==> src/hw/rtl/qgm_pkg.sv <==
// shared types, constants and the log-sum correction table of the qam mapper / soft demapper
// used by every module under hw/rtl; depends on nothing
`default_nettype none
package qgm_pkg;

  localparam int MAX_SYMBOL_BITS_DEF = 8;

  // configuration register indexes
  localparam logic [1:0] CFG_AXIS_BITS    = 2'd0;
  localparam logic [1:0] CFG_SYMBOL_SCALE = 2'd1;
  localparam logic [1:0] CFG_INV_NOISE    = 2'd2;
  localparam logic [1:0] CFG_COMBINE_MODE = 2'd3;

  localparam logic [2:0]  AXIS_BITS_RST    = 3'd2;
  localparam logic [15:0] SYMBOL_SCALE_RST = 16'd4096;
  localparam logic [15:0] INV_NOISE_RST    = 16'd256;

  localparam int MUL_A_W = 42;
  localparam int MUL_B_W = 25;
  localparam int PROD_W  = MUL_A_W + MUL_B_W;
  localparam int MET_W   = 32;
  localparam int ACC_W   = 34;
  localparam logic [15:0] DELTA_CLAMP = 16'd25600;

  typedef enum logic [2:0] {
    ST_IDLE,
    ST_MET,
    ST_MOD_EMIT,
    ST_LRD,
    ST_LDRAIN,
    ST_LEMIT
  } state_e;

  typedef enum logic [3:0] {
    STP_LEV_I,
    STP_LEV_Q,
    STP_GI_SI,
    STP_GQ_SQ,
    STP_GI_SQ,
    STP_GQ_SI,
    STP_SQ_I,
    STP_SQ_Q,
    STP_D2,
    STP_NOISE,
    STP_WRITE
  } step_e;

  // round(256*ln(1+exp(-i/8))), zero from fifty on
  function automatic logic [7:0] corr_lut(input logic [5:0] idx);
    logic [7:0] v;
    case (idx)
      6'd0: v = 8'd177;   6'd1: v = 8'd162;   6'd2: v = 8'd147;   6'd3: v = 8'd134;
      6'd4: v = 8'd121;   6'd5: v = 8'd110;   6'd6: v = 8'd99;    6'd7: v = 8'd89;
      6'd8: v = 8'd80;    6'd9: v = 8'd72;    6'd10: v = 8'd64;   6'd11: v = 8'd58;
      6'd12: v = 8'd52;   6'd13: v = 8'd46;   6'd14: v = 8'd41;   6'd15: v = 8'd37;
      6'd16: v = 8'd32;   6'd17: v = 8'd29;   6'd18: v = 8'd26;   6'd19: v = 8'd23;
      6'd20: v = 8'd20;   6'd21: v = 8'd18;   6'd22: v = 8'd16;   6'd23: v = 8'd14;
      6'd24: v = 8'd12;   6'd25: v = 8'd11;   6'd26: v = 8'd10;   6'd27: v = 8'd9;
      6'd28: v = 8'd8;    6'd29: v = 8'd7;    6'd30: v = 8'd6;    6'd31: v = 8'd5;
      6'd32: v = 8'd5;    6'd33: v = 8'd4;    6'd34: v = 8'd4;    6'd35: v = 8'd3;
      6'd36: v = 8'd3;    6'd37: v = 8'd2;    6'd38: v = 8'd2;    6'd39: v = 8'd2;
      6'd40: v = 8'd2;    6'd41: v = 8'd2;    6'd42: v = 8'd1;    6'd43: v = 8'd1;
      6'd44: v = 8'd1;    6'd45: v = 8'd1;    6'd46: v = 8'd1;    6'd47: v = 8'd1;
      6'd48: v = 8'd1;    6'd49: v = 8'd1;
      default: v = 8'd0;
    endcase
    return v;
  endfunction

endpackage
`default_nettype wire

==> src/hw/rtl/qgm_mul.sv <==
// shared signed multiplier with registered product
// depends on qgm_pkg for operand widths
`default_nettype none
module qgm_mul (
  input  wire logic                                clk_i,
  input  wire logic signed [qgm_pkg::MUL_A_W-1:0]  a_i,
  input  wire logic signed [qgm_pkg::MUL_B_W-1:0]  b_i,
  output logic signed [qgm_pkg::PROD_W-1:0]        prod_o
);
  logic signed [qgm_pkg::PROD_W-1:0] prod_q, prod_d;

  assign prod_d = a_i * b_i;

  always_ff @(posedge clk_i) begin
    prod_q <= prod_d;
  end

  assign prod_o = prod_q;
endmodule
`default_nettype wire

==> config.mk <==
export PLATFORM = sky130hd
export DESIGN_NAME = qgm_mul
export DESIGN_NICKNAME = d
export VERILOG_FILES = /design/src/hw/rtl/qgm_pkg.sv /design/src/hw/rtl/qgm_mul.sv
export SDC_FILE = /design/constraint.sdc
export NUM_CORES = 2
export LEC_CHECK = 0
export CAP_MARGIN = 20
export CORE_MARGIN = 1
export CORE_UTILIZATION = 50
export CTS_BUF_LIST = sky130_fd_sc_hd__clkbuf_4 sky130_fd_sc_hd__clkbuf_8
export DETAILED_ROUTE_END_ITERATION = 12
export DONT_BUFFER_PORTS = 1
export PLACE_DENSITY_LB_ADDON = 0.12
export SLEW_MARGIN = 10
export SYNTH_ARGS = -nofsm -noshare
export SYNTH_HDL_FRONTEND = slang
export SYNTH_SLANG_ARGS = --single-unit
==> constraint.sdc <==
create_clock -name clk_i -period 25.6 [get_ports clk_i]
set_clock_uncertainty 0.05 [all_clocks]
set_input_delay 5.12 -clock clk_i [delete_from_list [all_inputs] [get_ports clk_i]]
set_output_delay 5.12 -clock clk_i [all_outputs]
set_load 0.01 [all_outputs]
### Word-level counts from Yosys, hierarchy flattened

Index checks and enable logic that the tools add are counted.

* divide/modulo/power cells: 0
* magnitude comparators: 0
* add/sub/neg operators: 0
* $mul: 1
* bitwise operators: 0
* mux-type cells: 0
* reduce and logical (&&, ||, !) cells: 0
* equal/unequal tests: 0
* shift-type cells: 0

Operators with widths (number)
* multiplier 42 x 25 -> 67 bit: 1

* memories kept: 0
* latch bits: 0
* ROM bits: 0
* output and inout port bits: 67
* memory bits (writable): 0
* logic and storage cells: 2
* flip-flop bits (word level): 67

### Logic depth before layout (Yosys ltp)

* depth in word-level cells: 1
* gate-level depth with buffers: 29
* mapped depth without buffers: 26

### Worst setup path after synthesis

No wires, ideal clock.

* path kind: input to register
* from: in b_i[4] (netlist bit)
* to: reg prod_q (netlist bit prod_o[49])
* path buffers: 3
* data arrival time: 11802 ps
* required time: 25488 ps
* path slack: 13685 ps
* stages on the path: 27
* setup time: 62 ps
* cell sequence: clkbuf_1 -> clkbuf_1 -> nand2_1 -> fa_1 -> inv_1 -> fa_1 -> inv_1 -> fa_1 -> fa_1 -> inv_1 -> fa_1 -> fa_1 -> inv_1 -> fa_1 -> inv_1 -> ha_1 -> buf_6 -> a21oi_1 -> o21ai_0 -> or4_1 -> o22a_1 -> a21oi_2 -> o21ai_2 -> a221oi_2 -> o21ai_2 -> or4b_1 -> nand3_1

* word-level cells in the longest chain between the ends: 1

Ends and longest elaborated chain
* start: declaration: line qgm_mul.sv:7 `input wire logic signed [qgm_pkg::MUL_B_W-1:0] b_i,`
* multiplier 42 x 25 -> 67 bit: line qgm_mul.sv:12 `assign prod_d = a_i * b_i;`
* named net prod_d (one bit): line qgm_mul.sv:10 `logic signed [qgm_pkg::PROD_W-1:0] prod_q, prod_d;`
* end signal: assignment: line qgm_mul.sv:15 `prod_q <= prod_d;`
* end: declaration: line qgm_mul.sv:10

The timed path passes the listed nets, and every way through them passes these cells.

### Final worst setup path

* from: in b_i[1] (netlist bit)
* to: reg prod_q (netlist bit prod_o[66])

Same word-level chain as after synthesis.

==> results_dict.tcl <==
set metrics [dict create \
    synth_cell_type_count 68 \
    grt_pass1_wl_um 161000 \
    cts_root_buffer "clkbuf_8" \
    detailedPlacementHpwl_um 77300 \
    synth_largest_type_area_fraction_pct 56.9 \
    finalHoldWorstSlack_ns 4.79 \
    cp_data_arrival_time_ns 13.03 \
    wl_per_cell_um 21.3 \
    grt_start_max_net_pins 43 \
    fill_cells 6976 \
    final_max_slew_viol_count 0 \
    report.final.hold_viol_count 0 \
    final_antenna_net_count 0 \
    timing.critical_path.slowest_cell_delay_ns 0.96 \
    cts.sinks 67 \
    core_area_mm2 0.0730 \
    grt_overflow 0 \
    finalCoreUtilization_pct 51.3 \
    htreeDepth 3 \
    wl_met1_um 41000 \
    postCtsResizedCells 0 \
    number_of_buffers_inserted_by_port_buffering 0 \
    max-slew-margin-rel_pct 19.8 \
    worst_path_most_repeated_cell "fa_1" \
    timing.critical_path.to_type "register" \
    synth.top_cells.by_area "fa_1 (57%), inv_1 (10%), and2_1 (7.1%), nand2_1 (6.5%), ha_1 (5.9%)" \
    library_cell_with_the_largest_summed_area_after_synthesis "fa_1" \
    setup-tns-final_ns 0 \
    final_critical_path_required_period_ns 12.74 \
    core.rowCount 99 \
    area.growth.synth_to_final_pct 1.54 \
    die_x_um 274 \
    yosys_register_bits 67 \
    route.vias.total 25300 \
    outcome "completed" \
    first_global_vias 27800 \
    seq_area_frac_synth_pct 3.64 \
    timing.critical_path.buf_inv 5 \
    hold_class "in2reg" \
    place_congestion 0.874 \
    regArea_mm2 0.00134 \
    via_density_per_instance 5.35 \
    chip_height_um 274 \
    timing.critical_path.max_delay_family "adder cells" \
    io-pin-count 135 \
    detail_route.wirelength_um 101000 \
    path_class "in2reg" \
    period_share_pct 49.8 \
    top_signal_layer_used "met5" \
    tritoncts_clock_tree "done" \
    yosysWarningCount 0 \
    mappedNetlistArea_mm2 0.0369 \
    drtIter0Drc 1489 \
    met3_length_um 6730 \
    timing_worst_slew_pin_value_ns 1.20 \
    flip_flop_count_of_the_largest_register_all_copies_and_words_added 67 \
    avgSynthCellArea_um2 9.29 \
    worst_setup_hold_path_clk_slew_ns 0.11 \
    design.final.nets 5066 \
    ys_dominant_reg_cell "dfxtp_1" \
    starting_utilization_of_the_core_area_pct 50.6 \
    timing.critical_path.slowest_stage_cell "a311oi_1" \
    firstDrtPassIters 5 \
    drcViolationCount 0 \
    critical_path_required_ns 25.89 \
    die_area_mm2 0.0749 \
    async_flop_share_pct 0 \
    cts_hold_repair_buffers 0 \
    multiInputGateArea_mm2 0.0310 \
    non_filler_instances 4740 \
    worstPathCellList "nand2_1 -> inv_1 -> fa_1 -> fa_1 -> inv_1 -> fa_1 -> inv_1 -> fa_1 -> fa_1 -> fa_1 -> inv_1 -> fa_1 -> inv_1 -> ha_1 -> nand2_1 -> or4_1 -> a311oi_1 -> o21ai_1 -> a41oi_1 -> or4_1 -> nand4_1" \
    max_clock_freq_mhz 78.5 \
    tritoncts.num_buffers 9 \
    worstPathMaxFanout 42 \
    fraction_of_final_layout_cells_with_drive_strength_greater_than_1_pct 0.979 \
    total_of_max_cap_violations 0 \
    grt_antenna_before_repair 5 \
    global_route.usage.total_pct 28.7 \
    rsz0062_at_grt "false" \
    wl_met2_um 50800 \
    placedCellCount 4722 \
    clockBufferDepth 2 \
    count_of_flip_flops_with_a_built_in_enable_after_synthesis 0 \
    synth_fp_nets 5264 \
    start_kind "input port" \
    synth_cells 3972 \
    setup_viol_count_final 0 \
    post_cts.repair.setup_buffers 0 \
]
## per-stage QoR
| step | area (um2) | setup WS (ns) |
|---|---|---|
| detailed placement | 37300 | 12.39 |
| global placement | 37300 | 12.35 |
| global route | 37500 | 12.57 |
| finish | 37500 | 12.86 |
| floorplan | 36900 | 13.69 |
| CTS | 37500 | 12.86 |
## synth_stat cells, drive strengths merged (8+ instances only)
cell	count
a21o	35
a21oi	67
a31oi	8
and2	421
buf	15
clkbuf	196
dfxtp	67
fa	1049
ha	175
inv	992
nand2	634
nand3	8
nand4	22
nor2	70
o211ai	8
o21ai	43
o21bai	9
xnor2	46
xor2	27
## cell type report
type	count	share of cell area [%]
repair buffers	2	0.0401
flip-flops and latches	67	3.58
clock buffers	9	0.331
well taps	959	3.20
clock inverters	7	0.220
diodes	2	0.0134
multi-input cells	2702	82.7
inverters	992	9.94
## per-layer routing
metal  up-vias  GRT usage [%]
met5         -              0
met4         2           7.73
met3       158           5.25
met2       796           48.9
met1     13500           37.6
li1      10900              -
## final timing paths
check / cells after the start / end / from / slack [ns]
setup / recovery: 21 / prod_o[66]$_DFF_P_ / b_i[1] / 12.86
hold / removal: 1 / prod_o[0]$_DFF_P_ / a_i[0] / 4.79
## cell families after synthesis
group                      share of synthesized area, %
buffers and inverters                              12.4
AOI/OAI and AO/OA                                  3.88
DFF                                                3.64
adders and majority gates                          62.9
xor gates and xnor gates                           1.73
and+or+nand+nor                                    15.5
## cell usage in the layout (no fill, tap or decap), types with 3 or more instances in the layout
cell	instances
nand3_1	8
a211o_1	3
nor2b_1	6
nand2_1	634
a211oi_1	3
xor2_1	27
ha_1	175
nor4_1	4
fa_1	1049
dfxtp_1	67
and3_1	5
or4_1	3
a41oi_1	3
nand2b_1	7
clkbuf_8	9
nor3_1	4
o21bai_1	9
o21a_1	4
a21o_1	34
a31oi_1	7
and2_1	420
o211ai_1	8
xnor2_1	46
o21ai_0	30
o21ai_1	10
o31ai_1	3
nor2_1	70
inv_1	991
inv_6	3
a2111o_1	3
nand4_1	22
a21oi_1	65
Power is left out: the tool's default activity adds up to more than one toggle a clock period on the data nets, which glitch-free logic cannot reach.
