`config.mk`:
```
export PLATFORM = sky130hd
export DESIGN_NAME = qgm_combine
export DESIGN_NICKNAME = d
export VERILOG_FILES = /design/src/hw/rtl/qgm_pkg.sv /design/src/hw/rtl/qgm_combine.sv
export SDC_FILE = /design/constraint.sdc
export NUM_CORES = 1
export LEC_CHECK = 0
export BUFFER_PORTS_ARGS = -buffer_cell sky130_fd_sc_hd__buf_2
export CORE_ASPECT_RATIO = 1.75
export CORE_MARGIN = 8
export CORE_UTILIZATION = 59
export DETAILED_ROUTE_END_ITERATION = 7
export PLACE_DENSITY = 0.88
export SLEW_MARGIN = 20
export SYNTH_ARGS = -nofsm -noshare
export SYNTH_HDL_FRONTEND = slang
export SYNTH_SLANG_ARGS = --single-unit
```
`constraint.sdc`:
```
create_clock -name vclk -period 15.5
set_input_delay 3.1 -clock vclk [all_inputs]
set_output_delay 3.1 -clock vclk [all_outputs]
set_load 0.01 [all_outputs]
```
`src/hw/rtl/qgm_pkg.sv`:
```
// shared types, constants and the log-sum correction table of the qam mapper / soft demapper
// used by every module under hw/rtl; depends on nothing
`default_nettype none
package qgm_pkg;

  localparam int MAX_SYMBOL_BITS_DEF = 8;

  // configuration register indexes
  localparam logic [1:0] CFG_AXIS_BITS    = 2'd0;
  localparam logic [1:0] CFG_SYMBOL_SCALE = 2'd1;
  localparam logic [1:0] CFG_INV_NOISE    = 2'd2;
  localparam logic [1:0] CFG_COMBINE_MODE = 2'd3;

  localparam logic [2:0]  AXIS_BITS_RST    = 3'd2;
  localparam logic [15:0] SYMBOL_SCALE_RST = 16'd4096;
  localparam logic [15:0] INV_NOISE_RST    = 16'd256;

  localparam int MUL_A_W = 42;
  localparam int MUL_B_W = 25;
  localparam int PROD_W  = MUL_A_W + MUL_B_W;
  localparam int MET_W   = 32;
  localparam int ACC_W   = 34;
  localparam logic [15:0] DELTA_CLAMP = 16'd25600;

  typedef enum logic [2:0] {
    ST_IDLE,
    ST_MET,
    ST_MOD_EMIT,
    ST_LRD,
    ST_LDRAIN,
    ST_LEMIT
  } state_e;

  typedef enum logic [3:0] {
    STP_LEV_I,
    STP_LEV_Q,
    STP_GI_SI,
    STP_GQ_SQ,
    STP_GI_SQ,
    STP_GQ_SI,
    STP_SQ_I,
    STP_SQ_Q,
    STP_D2,
    STP_NOISE,
    STP_WRITE
  } step_e;

  // round(256*ln(1+exp(-i/8))), zero from fifty on
  function automatic logic [7:0] corr_lut(input logic [5:0] idx);
    logic [7:0] v;
    case (idx)
      6'd0: v = 8'd177;   6'd1: v = 8'd162;   6'd2: v = 8'd147;   6'd3: v = 8'd134;
      6'd4: v = 8'd121;   6'd5: v = 8'd110;   6'd6: v = 8'd99;    6'd7: v = 8'd89;
      6'd8: v = 8'd80;    6'd9: v = 8'd72;    6'd10: v = 8'd64;   6'd11: v = 8'd58;
      6'd12: v = 8'd52;   6'd13: v = 8'd46;   6'd14: v = 8'd41;   6'd15: v = 8'd37;
      6'd16: v = 8'd32;   6'd17: v = 8'd29;   6'd18: v = 8'd26;   6'd19: v = 8'd23;
      6'd20: v = 8'd20;   6'd21: v = 8'd18;   6'd22: v = 8'd16;   6'd23: v = 8'd14;
      6'd24: v = 8'd12;   6'd25: v = 8'd11;   6'd26: v = 8'd10;   6'd27: v = 8'd9;
      6'd28: v = 8'd8;    6'd29: v = 8'd7;    6'd30: v = 8'd6;    6'd31: v = 8'd5;
      6'd32: v = 8'd5;    6'd33: v = 8'd4;    6'd34: v = 8'd4;    6'd35: v = 8'd3;
      6'd36: v = 8'd3;    6'd37: v = 8'd2;    6'd38: v = 8'd2;    6'd39: v = 8'd2;
      6'd40: v = 8'd2;    6'd41: v = 8'd2;    6'd42: v = 8'd1;    6'd43: v = 8'd1;
      6'd44: v = 8'd1;    6'd45: v = 8'd1;    6'd46: v = 8'd1;    6'd47: v = 8'd1;
      6'd48: v = 8'd1;    6'd49: v = 8'd1;
      default: v = 8'd0;
    endcase
    return v;
  endfunction

endpackage
`default_nettype wire

```
`src/hw/rtl/qgm_combine.sv`:
```
// one log-sum / max-log combining step of a running metric with a stored metric
// depends on qgm_pkg for widths and the correction table
`default_nettype none
module qgm_combine (
  input  wire logic                               mode_i,
  input  wire logic signed [qgm_pkg::ACC_W-1:0]   acc_i,
  input  wire logic signed [qgm_pkg::MET_W-1:0]   met_i,
  output logic signed [qgm_pkg::ACC_W-1:0]        res_o
);
  logic signed [qgm_pkg::ACC_W:0] diff;
  logic [qgm_pkg::ACC_W:0]        delta;
  logic signed [qgm_pkg::ACC_W-1:0] mx;
  logic [15:0] dcl;
  logic [10:0] idx;
  logic [7:0]  corr;

  always_comb begin
    diff  = $signed({acc_i[qgm_pkg::ACC_W-1], acc_i}) -
            (qgm_pkg::ACC_W+1)'(met_i);
    delta = diff[qgm_pkg::ACC_W] ? (qgm_pkg::ACC_W+1)'(-diff)
                                 : (qgm_pkg::ACC_W+1)'(diff);
    mx    = diff[qgm_pkg::ACC_W] ? qgm_pkg::ACC_W'(met_i) : acc_i;
    dcl   = (delta > (qgm_pkg::ACC_W+1)'(qgm_pkg::DELTA_CLAMP)) ? qgm_pkg::DELTA_CLAMP
                                                               : delta[15:0];
    idx   = dcl[15:5];
    corr  = (idx < 11'd64) ? qgm_pkg::corr_lut(idx[5:0]) : 8'd0;
    res_o = mode_i ? mx : mx + qgm_pkg::ACC_W'(corr);
  end
endmodule
`default_nettype wire

```
### Yosys cells after proc, flatten, opt, wreduce, memory -nomap -nowiden

Memory sizes are Yosys's and may differ from the RTL's.
Cells that the tools add are included.

| storage, ports and cells | value |
|---|---|
| ROM bits | 512 |
| flip-flop bits (word level) | 0 |
| word-level logic and storage cells | 11 |
| bits of input ports | 67 |
| memories kept | 1 |
| output and inout bits | 34 |

Memories:

| name | depth | width | read ports | clocked after Yosys merged registers in | write ports | RTL line | RTL |
|---|---|---|---|---|---|---|---|
| (no name shown) | 64 | 8 | 1 | 0 | 0 | qgm_pkg.sv:51 | `case (idx)` |

| cells by class | value |
|---|---|
| add/subtract/negate cells | 3 |
| multiplexer cells | 5 |
| magnitude comparators | 2 |

Operator list:

| cell | count |
|---|---|
| $mux W34 | 2 |
| $gt A35 B15 Y1 const B | 1 |
| $mux W35 | 1 |
| $neg A35 Y35 | 1 |
| $sub A34 B32 Y35 | 1 |
| $add A34 B8 Y34 | 1 |
| $mux W16 | 1 |
| $lt A11 B7 Y1 const B | 1 |
| $mux W8 | 1 |

### Logic depth before layout (Yosys ltp)

Gate-level depths: netlist of the first run.

| depth | value |
|---|---|
| depth after elaboration | 9 |
| gate-level depth with buffers | 38 |
| depth with buffers taken out | 37 |

### Worst setup path after synthesis of the first run

OpenSTA, ideal clock, no wires.

| timing | value |
|---|---|
| path type | input -> output |
| start | in met_i[9] (netlist bit) |
| end | out res_o[32] (netlist bit) |
| slack | 1368 ps |
| data arrival time | 11032 ps |
| stages on the path | 36 |
| path through | inv_1 -> ha_1 -> clkbuf_1 -> nand2_1 -> or2_0 -> a2111o_1 -> and3_1 -> buf_2 -> o41a_1 -> xnor2_1 -> or4_4 -> nor4_2 -> mux2i_1 -> xor2_1 -> nand2_1 -> or3_1 -> ha_1 -> o311ai_0 -> a221oi_1 -> a31oi_1 -> nor3b_1 -> ha_1 -> inv_1 -> fa_1 -> nor2b_1 -> o21ai_0 -> a21boi_0 -> o21ai_0 -> a21boi_0 -> o21ai_0 -> a221oi_1 -> nand3_1 -> nor3_1 -> nor3b_1 -> nand3_1 -> xnor2_1 |

| on the way | value |
|---|---|
| word-level cells in the longest chain between the ends | 9 |
| elaborated cells on any way between the ends | 11 |

RTL lines:

| element | RTL line | RTL |
|---|---|---|
| start: declaration | qgm_combine.sv:7 | `input wire logic signed [qgm_pkg::MET_W-1:0] met_i,` |
| $sub A34 B32 Y35 | qgm_combine.sv:18 | `diff = $signed({acc_i[qgm_pkg::ACC_W-1], acc_i}) -` |
| $neg A35 Y35 | qgm_combine.sv:20 | `delta = diff[qgm_pkg::ACC_W] ? (qgm_pkg::ACC_W+1)'(-diff)` |
| $mux W35 | qgm_combine.sv:20 |  |
| $gt A35 B15 Y1 | qgm_combine.sv:23 | `dcl = (delta > (qgm_pkg::ACC_W+1)'(qgm_pkg::DELTA_CLAMP)) ? qgm_pkg::DELTA_CLAMP` |
| $mux W16 | qgm_combine.sv:23 |  |
| $mem_v2 Z64 W8 or $lt A11 B7 Y1 (tied branches) | n/a |  |
| $mux W8 | qgm_combine.sv:26 | `corr = (idx < 11'd64) ? qgm_pkg::corr_lut(idx[5:0]) : 8'd0;` |
| $add A34 B8 Y34 | qgm_combine.sv:27 | `res_o = mode_i ? mx : mx + qgm_pkg::ACC_W'(corr);` |
| $mux W34 (*) | qgm_combine.sv:27 |  |
| end: declaration | qgm_combine.sv:8 | `output logic signed [qgm_pkg::ACC_W-1:0] res_o` |

Mark *: on every way between the ends. The rest lies on a longest branch, timed or not.

### Worst setup path after layout of the first run

| timing | value |
|---|---|
| start | in acc_i[0] (netlist bit) |
| end | out res_o[33] (netlist bit) |

| on the way | value |
|---|---|
| word-level cells in the longest chain between the ends | 9 |
| elaborated cells on any way between the ends | 11 |

RTL lines:

| element | RTL line | RTL |
|---|---|---|
| start: declaration | qgm_combine.sv:6 | `input wire logic signed [qgm_pkg::ACC_W-1:0] acc_i,` |
| $sub A34 B32 Y35 | qgm_combine.sv:18 |  |
| $neg A35 Y35 | qgm_combine.sv:20 |  |
| $mux W35 | qgm_combine.sv:20 |  |
| $gt A35 B15 Y1 | qgm_combine.sv:23 |  |
| $mux W16 | qgm_combine.sv:23 |  |
| $mem_v2 Z64 W8 or $lt A11 B7 Y1 (tied branches) | n/a |  |
| $mux W8 | qgm_combine.sv:26 |  |
| $add A34 B8 Y34 | qgm_combine.sv:27 |  |
| $mux W34 (*) | qgm_combine.sv:27 |  |

Marked as above.

==> results of run 1 <==
-- cell usage in the layout (no fill, tap or decap), types with 8 or more instances in the layout --
master | netlist | final
xnor2_1 | 49 | 48
ha_1 | 47 | 45
a21o_1 | 18 | 18
and3_1 | 17 | 16
xor2_1 | 28 | 28
nand3_1 | 41 | 40
a21oi_1 | 65 | 65
nor2_1 | 71 | 70
buf_2 | 11 | 101
or3_1 | 12 | 12
a211oi_1 | 18 | 18
nor3_1 | 43 | 41
nand4_1 | 17 | 17
and4_1 | 13 | 13
mux2i_1 | 13 | 13
o22ai_1 | 8 | 8
o21ai_0 | 55 | 55
buf_4 | 1 | 17
inv_1 | 48 | 48
nand2_1 | 109 | 108
and2_1 | 14 | 14
a31oi_1 | 14 | 14
-- stage by stage --
step           area, um2  utilization  power (mW)  cells  hold WS, ns
2_1_floorplan       5610            -       0.257    879         6.39
3_3_place_gp        6240        0.667       0.344   1080         6.60
3_5_place_dp        6240        0.667       0.348   1080         6.61
4_1_cts             6240        0.667       0.350   1080         6.61
5_1_grt             6300        0.674       0.398   1081         6.64
6_report            6300        0.674       0.363   1081         6.60
-- path summary, 6_finish.rpt --
check,start,end
setup / recovery,acc_i[0],res_o[33]
hold / removal,met_i[17],res_o[17]
-- timing repair --
action | CTS | global route
endpoints found under the setup margin | 0 | 5
setup buffers | 0 | 1
resized for setup | 0 | 13
-- critical path: cells and delay by family --
family,cells,cell delay (ns)
AND/OR/NAND/NOR,11,3.35
multiplexers,1,0.25
XOR/XNOR,3,0.57
adder cells (fa/ha/maj),4,1.25
AO/OA/AOI/OAI,14,3.02
buffers and inverters,4,0.38
-- cell type report --
cell class	count	area [um2]	share of cell area
multi-input combinational	793	5340	0.847
timing repair buffer	118	633	0.100
tap	122	153	0.0242
inverter	48	180	0.0286
-- power breakdown --
group          switching, mW  leakage (nW)  internal, mW
combinational          0.226          2.66         0.136
sequential                 0             0             0
clock                      0             0             0
-- routing by layer --
layer  vias to the layer above  wire length, um  track usage
li1                       3471                -            -
met1                      3346             6960        0.278
met2                       344             9610        0.507
met3                       105              995       0.0294
met4                         0             1150        0.168
met5                         -                0            0
-- cells by family (layout without fill, tap and decap cells) --
family,after synthesis,count (layout)
buffers and inverters,86,166
XOR/XNOR,80,80
adder cells (fa/ha/maj),49,49
AND/OR/NAND/NOR,378,378
multiplexers,15,15
AO/OA/AOI/OAI,271,271
==> reports/metrics.csv, run 1 <==
stage,metric,value,unit
floorplan,die_y,145,um
floorplan,start_util,0.600,
drt,num_vias,7266,
timing,setup_slack,0.460,ns
final_layout,drive_gt1_frac,0.168,
timing,tightest_slew,1.00,ns
worst_setup_path,cp.arrival,11.94,ns
synth,synth.distinct_cells,84,
final_layout,layout.nets,1077,
synth,yosysMostFrequentCell,nand2_1,
final_layout,nClkBuffers,0,
drt,drt_iter0_drc,650,
synth,yosysWarnings,0,
synth,synth-compound-area-share,0.328,
floorplan,pin_count,101,
grt,antenna_found_initial,0,
drt,drt_wl_total,18.7,mm
worst_hold_path,hold_class,in -> out,
synth,synth_top_family_by_area,simple AND/OR/NAND/NOR gates,
worst_setup_path,crit_path_max_fanout,8,
final_layout,nFillCells,851,
synth,synth.area.top_cells,"ha_1 10%, xnor2_1 7.6%, nand2_1 7.3%",
timing,finalSetupViolCount,0,
run,max_cap_viol_count,0,
drt,drc,0,
timing,slew_headroom,0.315,
synth,synth-simple-area-share,0.344,
outcome,status,"finished, final reports clean",
floorplan,dieArea,13000,um2
synth,synth-adder-area-share,0.112,
synth,syn_area,5610,um2
grt,grt_first_pass_wirelength,31.5,mm
final_layout,num_antenna_cells,0,
grt,grt_overflow,0,
final_layout,seq_cells,0,
floorplan,rows,47,
timing,fin_crit_sh,0.970,
synth,yosys.area.top_type_share,0.105,
drt,dr.pass1.iters,7,
worst_hold_path,hold_depth,5,
synth,ys_top_cells_by_count,"109 x nand2_1, 71 x nor2_1, 65 x a21oi_1, 55 x o21ai_0, 49 x xnor2_1",
synth,synth.net_count,995,
worst_setup_path,worstPathRequired,12.40,ns
drt,vias_per_cell,6.72,
synth,avgSynthCellArea,6.39,um2
worst_setup_path,worstSetupPathType,in -> out,
synth,seq_area_frac_synth,0,
grt,grt_max_degree,34,
timing,min_period,15.04,ns
timing,max_freq,66.5,MHz
final_layout,area_growth,12.3,%
synth,synthCells,879,
floorplan,fp.dieW,89.7,um
drt,wl_per_cell,17.3,um
synth,synth-xor-area-share,0.129,
worst_setup_path,startpoint_type,primary input,
grt,grt_pass1_vias,7026,
drt,ant_nets,0,
placed_design,port_buffers,101,
placed_design,post-dp-hpwl,15.0,mm
placed_design,gp_congestion,1.03,
floorplan,coreArea,9350,um2
timing,final.setup.tns,0,ns
worst_setup_path,worst_setup_path_end_kind,output pin,
final_layout,regArea,0,um2
power,powerDensity,57.5,nW/um2
timing,slew_violations,0,
worst_setup_path,critPathSlowestCell,or4_4,
worst_setup_path,max_stage_delay,0.53,ns
worst_setup_path,crit_top_cell,a21oi_1,
synth,synth_area_leader_cell,ha_1,
power,ir_drop,0.0320,mV
synth,synthMuxAreaShare,0.0272,
placed_design,pre_cts_slack,0.340,ns
grt,grtUsageTotal,0.271,
timing,timing.final.hold_violations,0,
clocking,holdBufCountCts,0,
power,power.leakage,2.66,nW
Power figures use the tool's default switching activity.
==> inputs of run 2 (changes only) <==
--- a/config.mk
+++ b/config.mk
@@ -8,9 +8,9 @@
 export BUFFER_PORTS_ARGS = -buffer_cell sky130_fd_sc_hd__buf_2
 export CORE_ASPECT_RATIO = 1.75
 export CORE_MARGIN = 8
-export CORE_UTILIZATION = 59
+export CORE_UTILIZATION = 40
 export DETAILED_ROUTE_END_ITERATION = 7
-export PLACE_DENSITY = 0.88
+export PLACE_DENSITY = 0.64
 export SLEW_MARGIN = 20
 export SYNTH_ARGS = -nofsm -noshare
 export SYNTH_HDL_FRONTEND = slang
==> run 2 against run 1 <==
Net effect: maximum frequency increased by 2.1%; critical path type unchanged; setup slack improved by 0.31 ns; critical endpoint is now res_o[26]; non-clock buffer count is 12 higher.
==> reports/metrics.csv, run 2 (synthesis results as in run 1) <==
stage,metric,value,unit,change
timing,timing.final.hold_violations,0,,unchanged
final_layout,final_cell_mix,"108 x nand2_1, 101 x buf_2, 69 x nor2_1",,"was 108 x nand2_1, 101 x buf_2, 70 x nor2_1"
grt,grt-busiest-layer,met2,,unchanged
worst_setup_path,critPathSlowestCell,or4_4,,unchanged
worst_setup_path,cp.arrival,11.63,ns,was 11.94 ns
grt,antenna_found_initial,0,,unchanged
outcome,status,"finished, final reports clean",,unchanged
final_layout,nClkBuffers,0,,unchanged
timing,min_period,14.73,ns,was 15.04 ns
timing,hold_slack,6.60,ns,about the same
power,powerDensity,57.2,nW/um2,was 57.5 nW/um2
floorplan,coreArea,13800,um2,was 9350 um2
floorplan,die_y,173,um,was 145 um
drt,num_vias,6959,,was 7266
timing,tightest_slew,0.838,ns,was 1.00 ns
timing,finalSetupViolCount,0,,unchanged
final_layout,nFillCells,1527,,was 851
grt,grtUsageMet2,0.391,,was 0.507
floorplan,dieArea,18200,um2,was 13000 um2
grt,grtUsageTotal,0.203,,was 0.271
grt,grt_overflow,0,,unchanged
drt,ant_nets,0,,unchanged
worst_setup_path,worstPathRequired,12.40,ns,about the same
worst_hold_path,hold_class,in -> out,,unchanged
worst_setup_path,crit_path_max_fanout,7,,was 8
grt,grt_max_degree,31,,was 34
grt,use_met1,0.215,,was 0.278
worst_setup_path,max_stage_delay,0.58,ns,was 0.53 ns
timing,slew_headroom,0.439,,was 0.315
final_layout,fin_cells,1148,,was 1081
worst_setup_path,worst_setup_path_end_kind,output pin,,unchanged
final_layout,num_antenna_cells,0,,unchanged
timing,final.setup.tns,0,ns,unchanged
run,max_cap_viol_count,0,,unchanged
grt,grt_pass1_vias,6873,,was 7026
final_layout,area_growth,14.7,%,was 12.3%
placed_design,post-dp-hpwl,16.2,mm,was 15.0 mm
drt,wl_per_cell,17.0,um,was 17.3 um
worst_hold_path,hold_depth,5,,unchanged
final_layout,multi_input_comb_area,5320,um2,was 5340 um2
placed_design,port_buffers,101,,unchanged
worst_setup_path,startpoint_type,primary input,,unchanged
final_layout,drive_gt1_frac,0.175,,was 0.168
final_layout,final_common_cell,nand2_1,,unchanged
final_layout,layout.nets,1089,,was 1077
drt,drt_iter0_drc,412,,was 650
floorplan,start_util,0.406,,was 0.600
final_layout,regArea,0,um2,unchanged
drt,drt_wl_total,19.5,mm,was 18.7 mm
power,power.leakage,2.72,nW,was 2.66 nW
floorplan,fp.dieW,106,um,was 89.7 um
timing,slew_violations,0,,unchanged
timing,fin_crit_sh,0.951,,was 0.970
floorplan,pin_count,101,,unchanged
timing,max_freq,67.9,MHz,was 66.5 MHz
placed_design,dp.cells,1145,,was 1080
grt,grt_first_pass_wirelength,32.2,mm,was 31.5 mm
worst_setup_path,worstSetupPathType,in -> out,,unchanged
worst_hold_path,hold_start,met_i[17],,unchanged
power,ir_drop,0.0230,mV,was 0.0320 mV
final_layout,seq_cells,0,,unchanged
placed_design,gp_congestion,0.946,,was 1.03
drt,drc,0,,unchanged
floorplan,rows,57,,was 47
timing,rsz0062_at_grt,false,,
drt,vias_per_cell,6.06,,was 6.72
worst_hold_path,worstHoldEndpoint,res_o[17],,unchanged
grt,grt_util_met3,0.0145,,was 0.0294
drt,dr.pass1.iters,5,,was 7
## run 2: how the worst max path moves through the flow
stage / from / endpoint / slack [ns] / cells past startpoint
after global routing: met_i[14] / res_o[32] / 0.05 / 38
after detailed placement: met_i[14] / res_o[32] / 0.42 / 38
after floorplan: met_i[9] / res_o[32] / 1.37 / 36
final: met_i[14] / res_o[26] / 0.77 / 38
after CTS: met_i[14] / res_o[32] / 0.36 / 38
after global placement: met_i[14] / res_o[32] / 0.58 / 38
## run 2: layout make-up
class | count | area share
multi-input combinational | 793 | 0.825
timing repair buffer | 130 | 0.112
tap | 177 | 0.0344
inverter | 48 | 0.0280
## run 2: per-layer routing
| metal | vias up | share of wire |
|---|---|---|
| met3 | 58 | 0.037 |
| li1 | 3480 | - |
| met2 | 196 | 0.52 |
| met5 | - | 0 |
| met1 | 3225 | 0.39 |
| met4 | 0 | 0.048 |
## run 2: worst max-delay path, delay by kind of cell
family | cells | cell delay, ns
xor+xnor | 3 | 0.56
simple gates | 14 | 3.06
buf+inv | 6 | 0.85
fa+ha+maj | 3 | 1.22
mux | 2 | 0.40
compound gates | 10 | 2.43
## run 2: stage by stage
| step | worst slack, ns | instance area [um2] | util | power (mW) |
|---|---|---|---|---|
| after floorplan | 1.37 | 5610 | - | 0.257 |
| after global placement | 0.576 | 6380 | 0.461 | 0.361 |
| after detailed placement | 0.417 | 6380 | 0.461 | 0.360 |
| after CTS | 0.361 | 6380 | 0.461 | 0.362 |
| after global routing | 0.0452 | 6440 | 0.466 | 0.405 |
| final | 0.765 | 6440 | 0.466 | 0.368 |
## run 2: where the power goes
part           switching [mW]  total (mW)  internal (mW)
Combinational           0.229       0.368          0.139
Clock                       0           0              0
Sequential                  0           0              0
Total                   0.229       0.368          0.139
## run 2: what timing repair did
| item | CTS | global route |
|---|---|---|
| resized for setup | 0 | 12 |
| buffers inserted | 0 | 3 |
| setup endpoints to repair | 0 | 4 |
| hold buffers | 0 | 0 |
==> inputs of run 3 (changes only) <==
--- a/config.mk
+++ b/config.mk
@@ -5,6 +5,7 @@
 export SDC_FILE = /design/constraint.sdc
 export NUM_CORES = 1
 export LEC_CHECK = 0
+export ABC_AREA = 1
 export BUFFER_PORTS_ARGS = -buffer_cell sky130_fd_sc_hd__buf_2
 export CORE_ASPECT_RATIO = 1.75
 export CORE_MARGIN = 8
==> constraint.sdc (replaced) <==
create_clock -name vclk -period 18
set_input_delay 3.6 -clock vclk [all_inputs]
set_output_delay 3.6 -clock vclk [all_outputs]
set_load 0.01 [all_outputs]
==> run 3 against run 2 <==
Net effect: largest power group unchanged; sequential share of layout area is the same; synthesized area grew 14%; synthesized cell count grew 48%; utilization shrank 2.2 points; critical path depth grew 11; routed wire length grew 5.2%; final area grew 8.4%; non-clock buffer count shrank 29; count of clock-buffer cells in the layout is the same.
==> reports/metrics.csv, run 3 <==
stage,metric,value,unit,change
worst_setup_path,critPathSlowestCell,nand2_4,,was or4_4
synth,avgSynthCellArea,4.90,um2,was 6.39 um2
power,p_sw,0.183,mW,was 0.229 mW
drt,drt_iter0_drc,450,,was 412
timing,slew_violations,0,,unchanged
clocking,cts_setup_buffers,0,,unchanged
grt,grtUsageTotal,0.196,,was 0.203
synth,synthCells,1303,,was 879
worst_setup_path,worst_setup_path_end_kind,output pin,,unchanged
final_layout,regArea,0,um2,unchanged
grt,grt_pass1_vias,7572,,was 6873
drt,ant_nets,0,,unchanged
worst_hold_path,hold_class,in -> out,,unchanged
timing,fin_crit_sh,0.844,,
timing,min_period,15.20,ns,
timing,timing.final.hold_violations,0,,unchanged
worst_setup_path,worstSetupPathType,in -> out,,unchanged
placed_design,post-dp-hpwl,18.1,mm,was 16.2 mm
synth,synth_area_leader_cell,nand2_1,,was ha_1
synth,synth.distinct_cells,46,,was 84
synth,syn_area,6380,um2,was 5610 um2
final_layout,final_cell_mix,"499 x nand2_1, 231 x inv_1, 125 x nor2_1",,"was 108 x nand2_1, 101 x buf_2, 69 x nor2_1"
power,combPwrFrac,1.000,,about the same
worst_setup_path,worstPathRequired,14.40,ns,was 12.40 ns
drt,wl_per_cell,13.0,um,was 17.0 um
worst_setup_path,startpoint,met_i[31],,was met_i[14]
grt,grt_first_pass_wirelength,34.3,mm,was 32.2 mm
timing,final.setup.tns,0,ns,unchanged
power,seqPwrFrac,0,,about the same
floorplan,rows,61,,was 57
final_layout,fin_area,6980,um2,was 6440 um2
drt,num_vias,7842,,was 6959
run,max_cap_viol_count,0,,unchanged
synth,yosys.area.top_type_share,0.293,,was 0.105
final_layout,multi_input_comb_area,5300,um2,was 5320 um2
synth,synth.area.top_cells,"nand2_1 29%, inv_1 14%, ha_1 9.2%",,"was ha_1 10%, xnor2_1 7.6%, nand2_1 7.3%"
placed_design,gp_congestion,0.945,,was 0.946
final_layout,drive_gt1_frac,0.144,,was 0.175
floorplan,coreArea,15700,um2,was 13800 um2
worst_setup_path,cp_num_buf_inv,11,,was 6
grt,grt_overflow,0,,unchanged
floorplan,fp.dieW,111,um,was 106 um
timing,max_freq,65.8,MHz,
synth,yosysMostFrequentCell,nand2_1,,unchanged
power,ir_drop,0.0230,mV,about the same
power,switching_share,0.677,,was 0.622
drt,drc,0,,unchanged
worst_setup_path,cp.arrival,11.60,ns,was 11.63 ns
timing,slew_headroom,0.353,,was 0.439
final_layout,num_antenna_cells,0,,unchanged
synth,seq_area_frac_synth,0,,unchanged
power,p_clk_frac,0,,about the same
grt,grt_max_degree,105,,was 31
clocking,holdBufCountCts,0,,unchanged
floorplan,die_y,183,um,was 173 um
worst_setup_path,max_stage_delay,0.71,ns,was 0.58 ns
final_layout,nFillCells,1868,,was 1527
timing,rsz0062_at_grt,false,,unchanged
drt,drt_wl_total,20.5,mm,was 19.5 mm
final_layout,final_common_cell,nand2_1,,unchanged
final_layout,seq_cells,0,,unchanged
floorplan,start_util,0.406,,about the same
grt,antenna_found_initial,0,,unchanged
worst_setup_path,crit_path_max_fanout,104,,was 7
placed_design,port_buffers,101,,unchanged
power,powerDensity,38.8,nW/um2,was 57.2 nW/um2
final_layout,layout.nets,1505,,was 1089
floorplan,pin_count,101,,unchanged
outcome,status,"finished, final reports clean",,unchanged
worst_setup_path,crit_top_cell,nand2_1,,
synth,yosysWarnings,0,,unchanged
placed_design,place_area,6980,um2,was 6380 um2
worst_setup_path,startpoint_type,primary input,,unchanged
worst_setup_path,path_depth,49,,was 38
synth,ys_top_cells_by_count,"499 x nand2_1, 231 x inv_1, 125 x nor2_1, 90 x nand3_1, 47 x ha_1",,"was 109 x nand2_1, 71 x nor2_1, 65 x a21oi_1, 55 x o21ai_0, 49 x xnor2_1"
drt,vias_per_cell,4.98,,was 6.06
final_layout,nClkBuffers,0,,unchanged
timing,tightest_slew,0.969,ns,was 0.838 ns
drt,dr.pass1.iters,5,,unchanged
floorplan,dieArea,20400,um2,was 18200 um2
worst_setup_path,cp-endpoint,res_o[32],,was res_o[26]
clocking,ctsResizeCount,0,,unchanged
synth,synth.net_count,1419,,was 995
worst_setup_path,path_delay_family,simple AND/OR/NAND/NOR gates,,unchanged
final_layout,area_growth,9.35,%,was 14.7%
timing,finalSetupViolCount,0,,unchanged
power,internal_power,0.0875,mW,was 0.139 mW
power,power.leakage,4.22,nW,was 2.72 nW
## run 3: changes by cell type after synthesis, sizes merged, moves of 13 or more
cell	before	now
a211oi	19	0
a21o	18	0
a21oi	66	35
and3	19	1
and4	13	0
clkbuf	21	2
inv	48	248
mux2i	13	0
nand2	110	527
nand3	42	105
nor2	71	150
nor3	44	18
xnor2	52	11
## run 3: area by class of cell
class / instances / share of cell area
timing repair buffer: 101 / 0.0724
tap: 189 / 0.0339
inverter: 249 / 0.134
multi-input combinational: 1037 / 0.760
## run 3: tightest hold or removal path, cell delays in order
cell	delay [ns]
buf_2	0.11
o21ai_2	0.08
xnor2_1	0.12
buf_2	0.13
## run 3: worst min path at each step
stage	from	end	slack, ns	cells after the start
3_5_place_dp	acc_i[11]	res_o[11]	7.65	4
6_report	acc_i[11]	res_o[11]	7.65	4
3_3_place_gp	acc_i[11]	res_o[11]	7.65	4
5_1_grt	acc_i[11]	res_o[11]	7.68	4
2_1_floorplan	acc_i[11]	res_o[11]	7.41	2
4_1_cts	acc_i[11]	res_o[11]	7.65	4
## run 3: cell families (layout without fill, tap and decap cells)
logic type      count (synthesis)  count (layout)  synth area share
simple gates                  845             845             0.589
buf+inv                       266             350             0.169
compound gates                107             107            0.0943
fa+ha+maj                      49              49            0.0984
xor+xnor                       36              36            0.0494
## run 3: metrics by stage
step / power, mW / instances / setup WS [ns] / util / hold slack [ns]
6_report: 0.271 / 1576 / 2.80 / 0.444 / 7.65
3_5_place_dp: 0.271 / 1576 / 2.78 / 0.444 / 7.65
4_1_cts: 0.272 / 1576 / 2.74 / 0.444 / 7.65
5_1_grt: 0.309 / 1576 / 1.80 / 0.444 / 7.68
2_1_floorplan: 0.207 / 1303 / 4.78 / - / 7.41
3_3_place_gp: 0.268 / 1576 / 2.91 / 0.444 / 7.65
## run 3: layer usage
layer  share of wire  up-vias  track usage
li1                -     4192            -
met2            0.56      167        0.416
met4           0.043        0       0.0740
met5               0        -            0
met1            0.37     3435        0.187
met3           0.025       48      0.00883
## run 3: power groups by stage
| stage | Sequential, mW | Clock [mW] | Combinational, mW |
|---|---|---|---|
| floorplan | 0 | 0 | 0.207 |
| global placement | 0 | 0 | 0.268 |
| detailed placement | 0 | 0 | 0.271 |
| CTS | 0 | 0 | 0.272 |
| global route | 0 | 0 | 0.309 |
| finish | 0 | 0 | 0.271 |
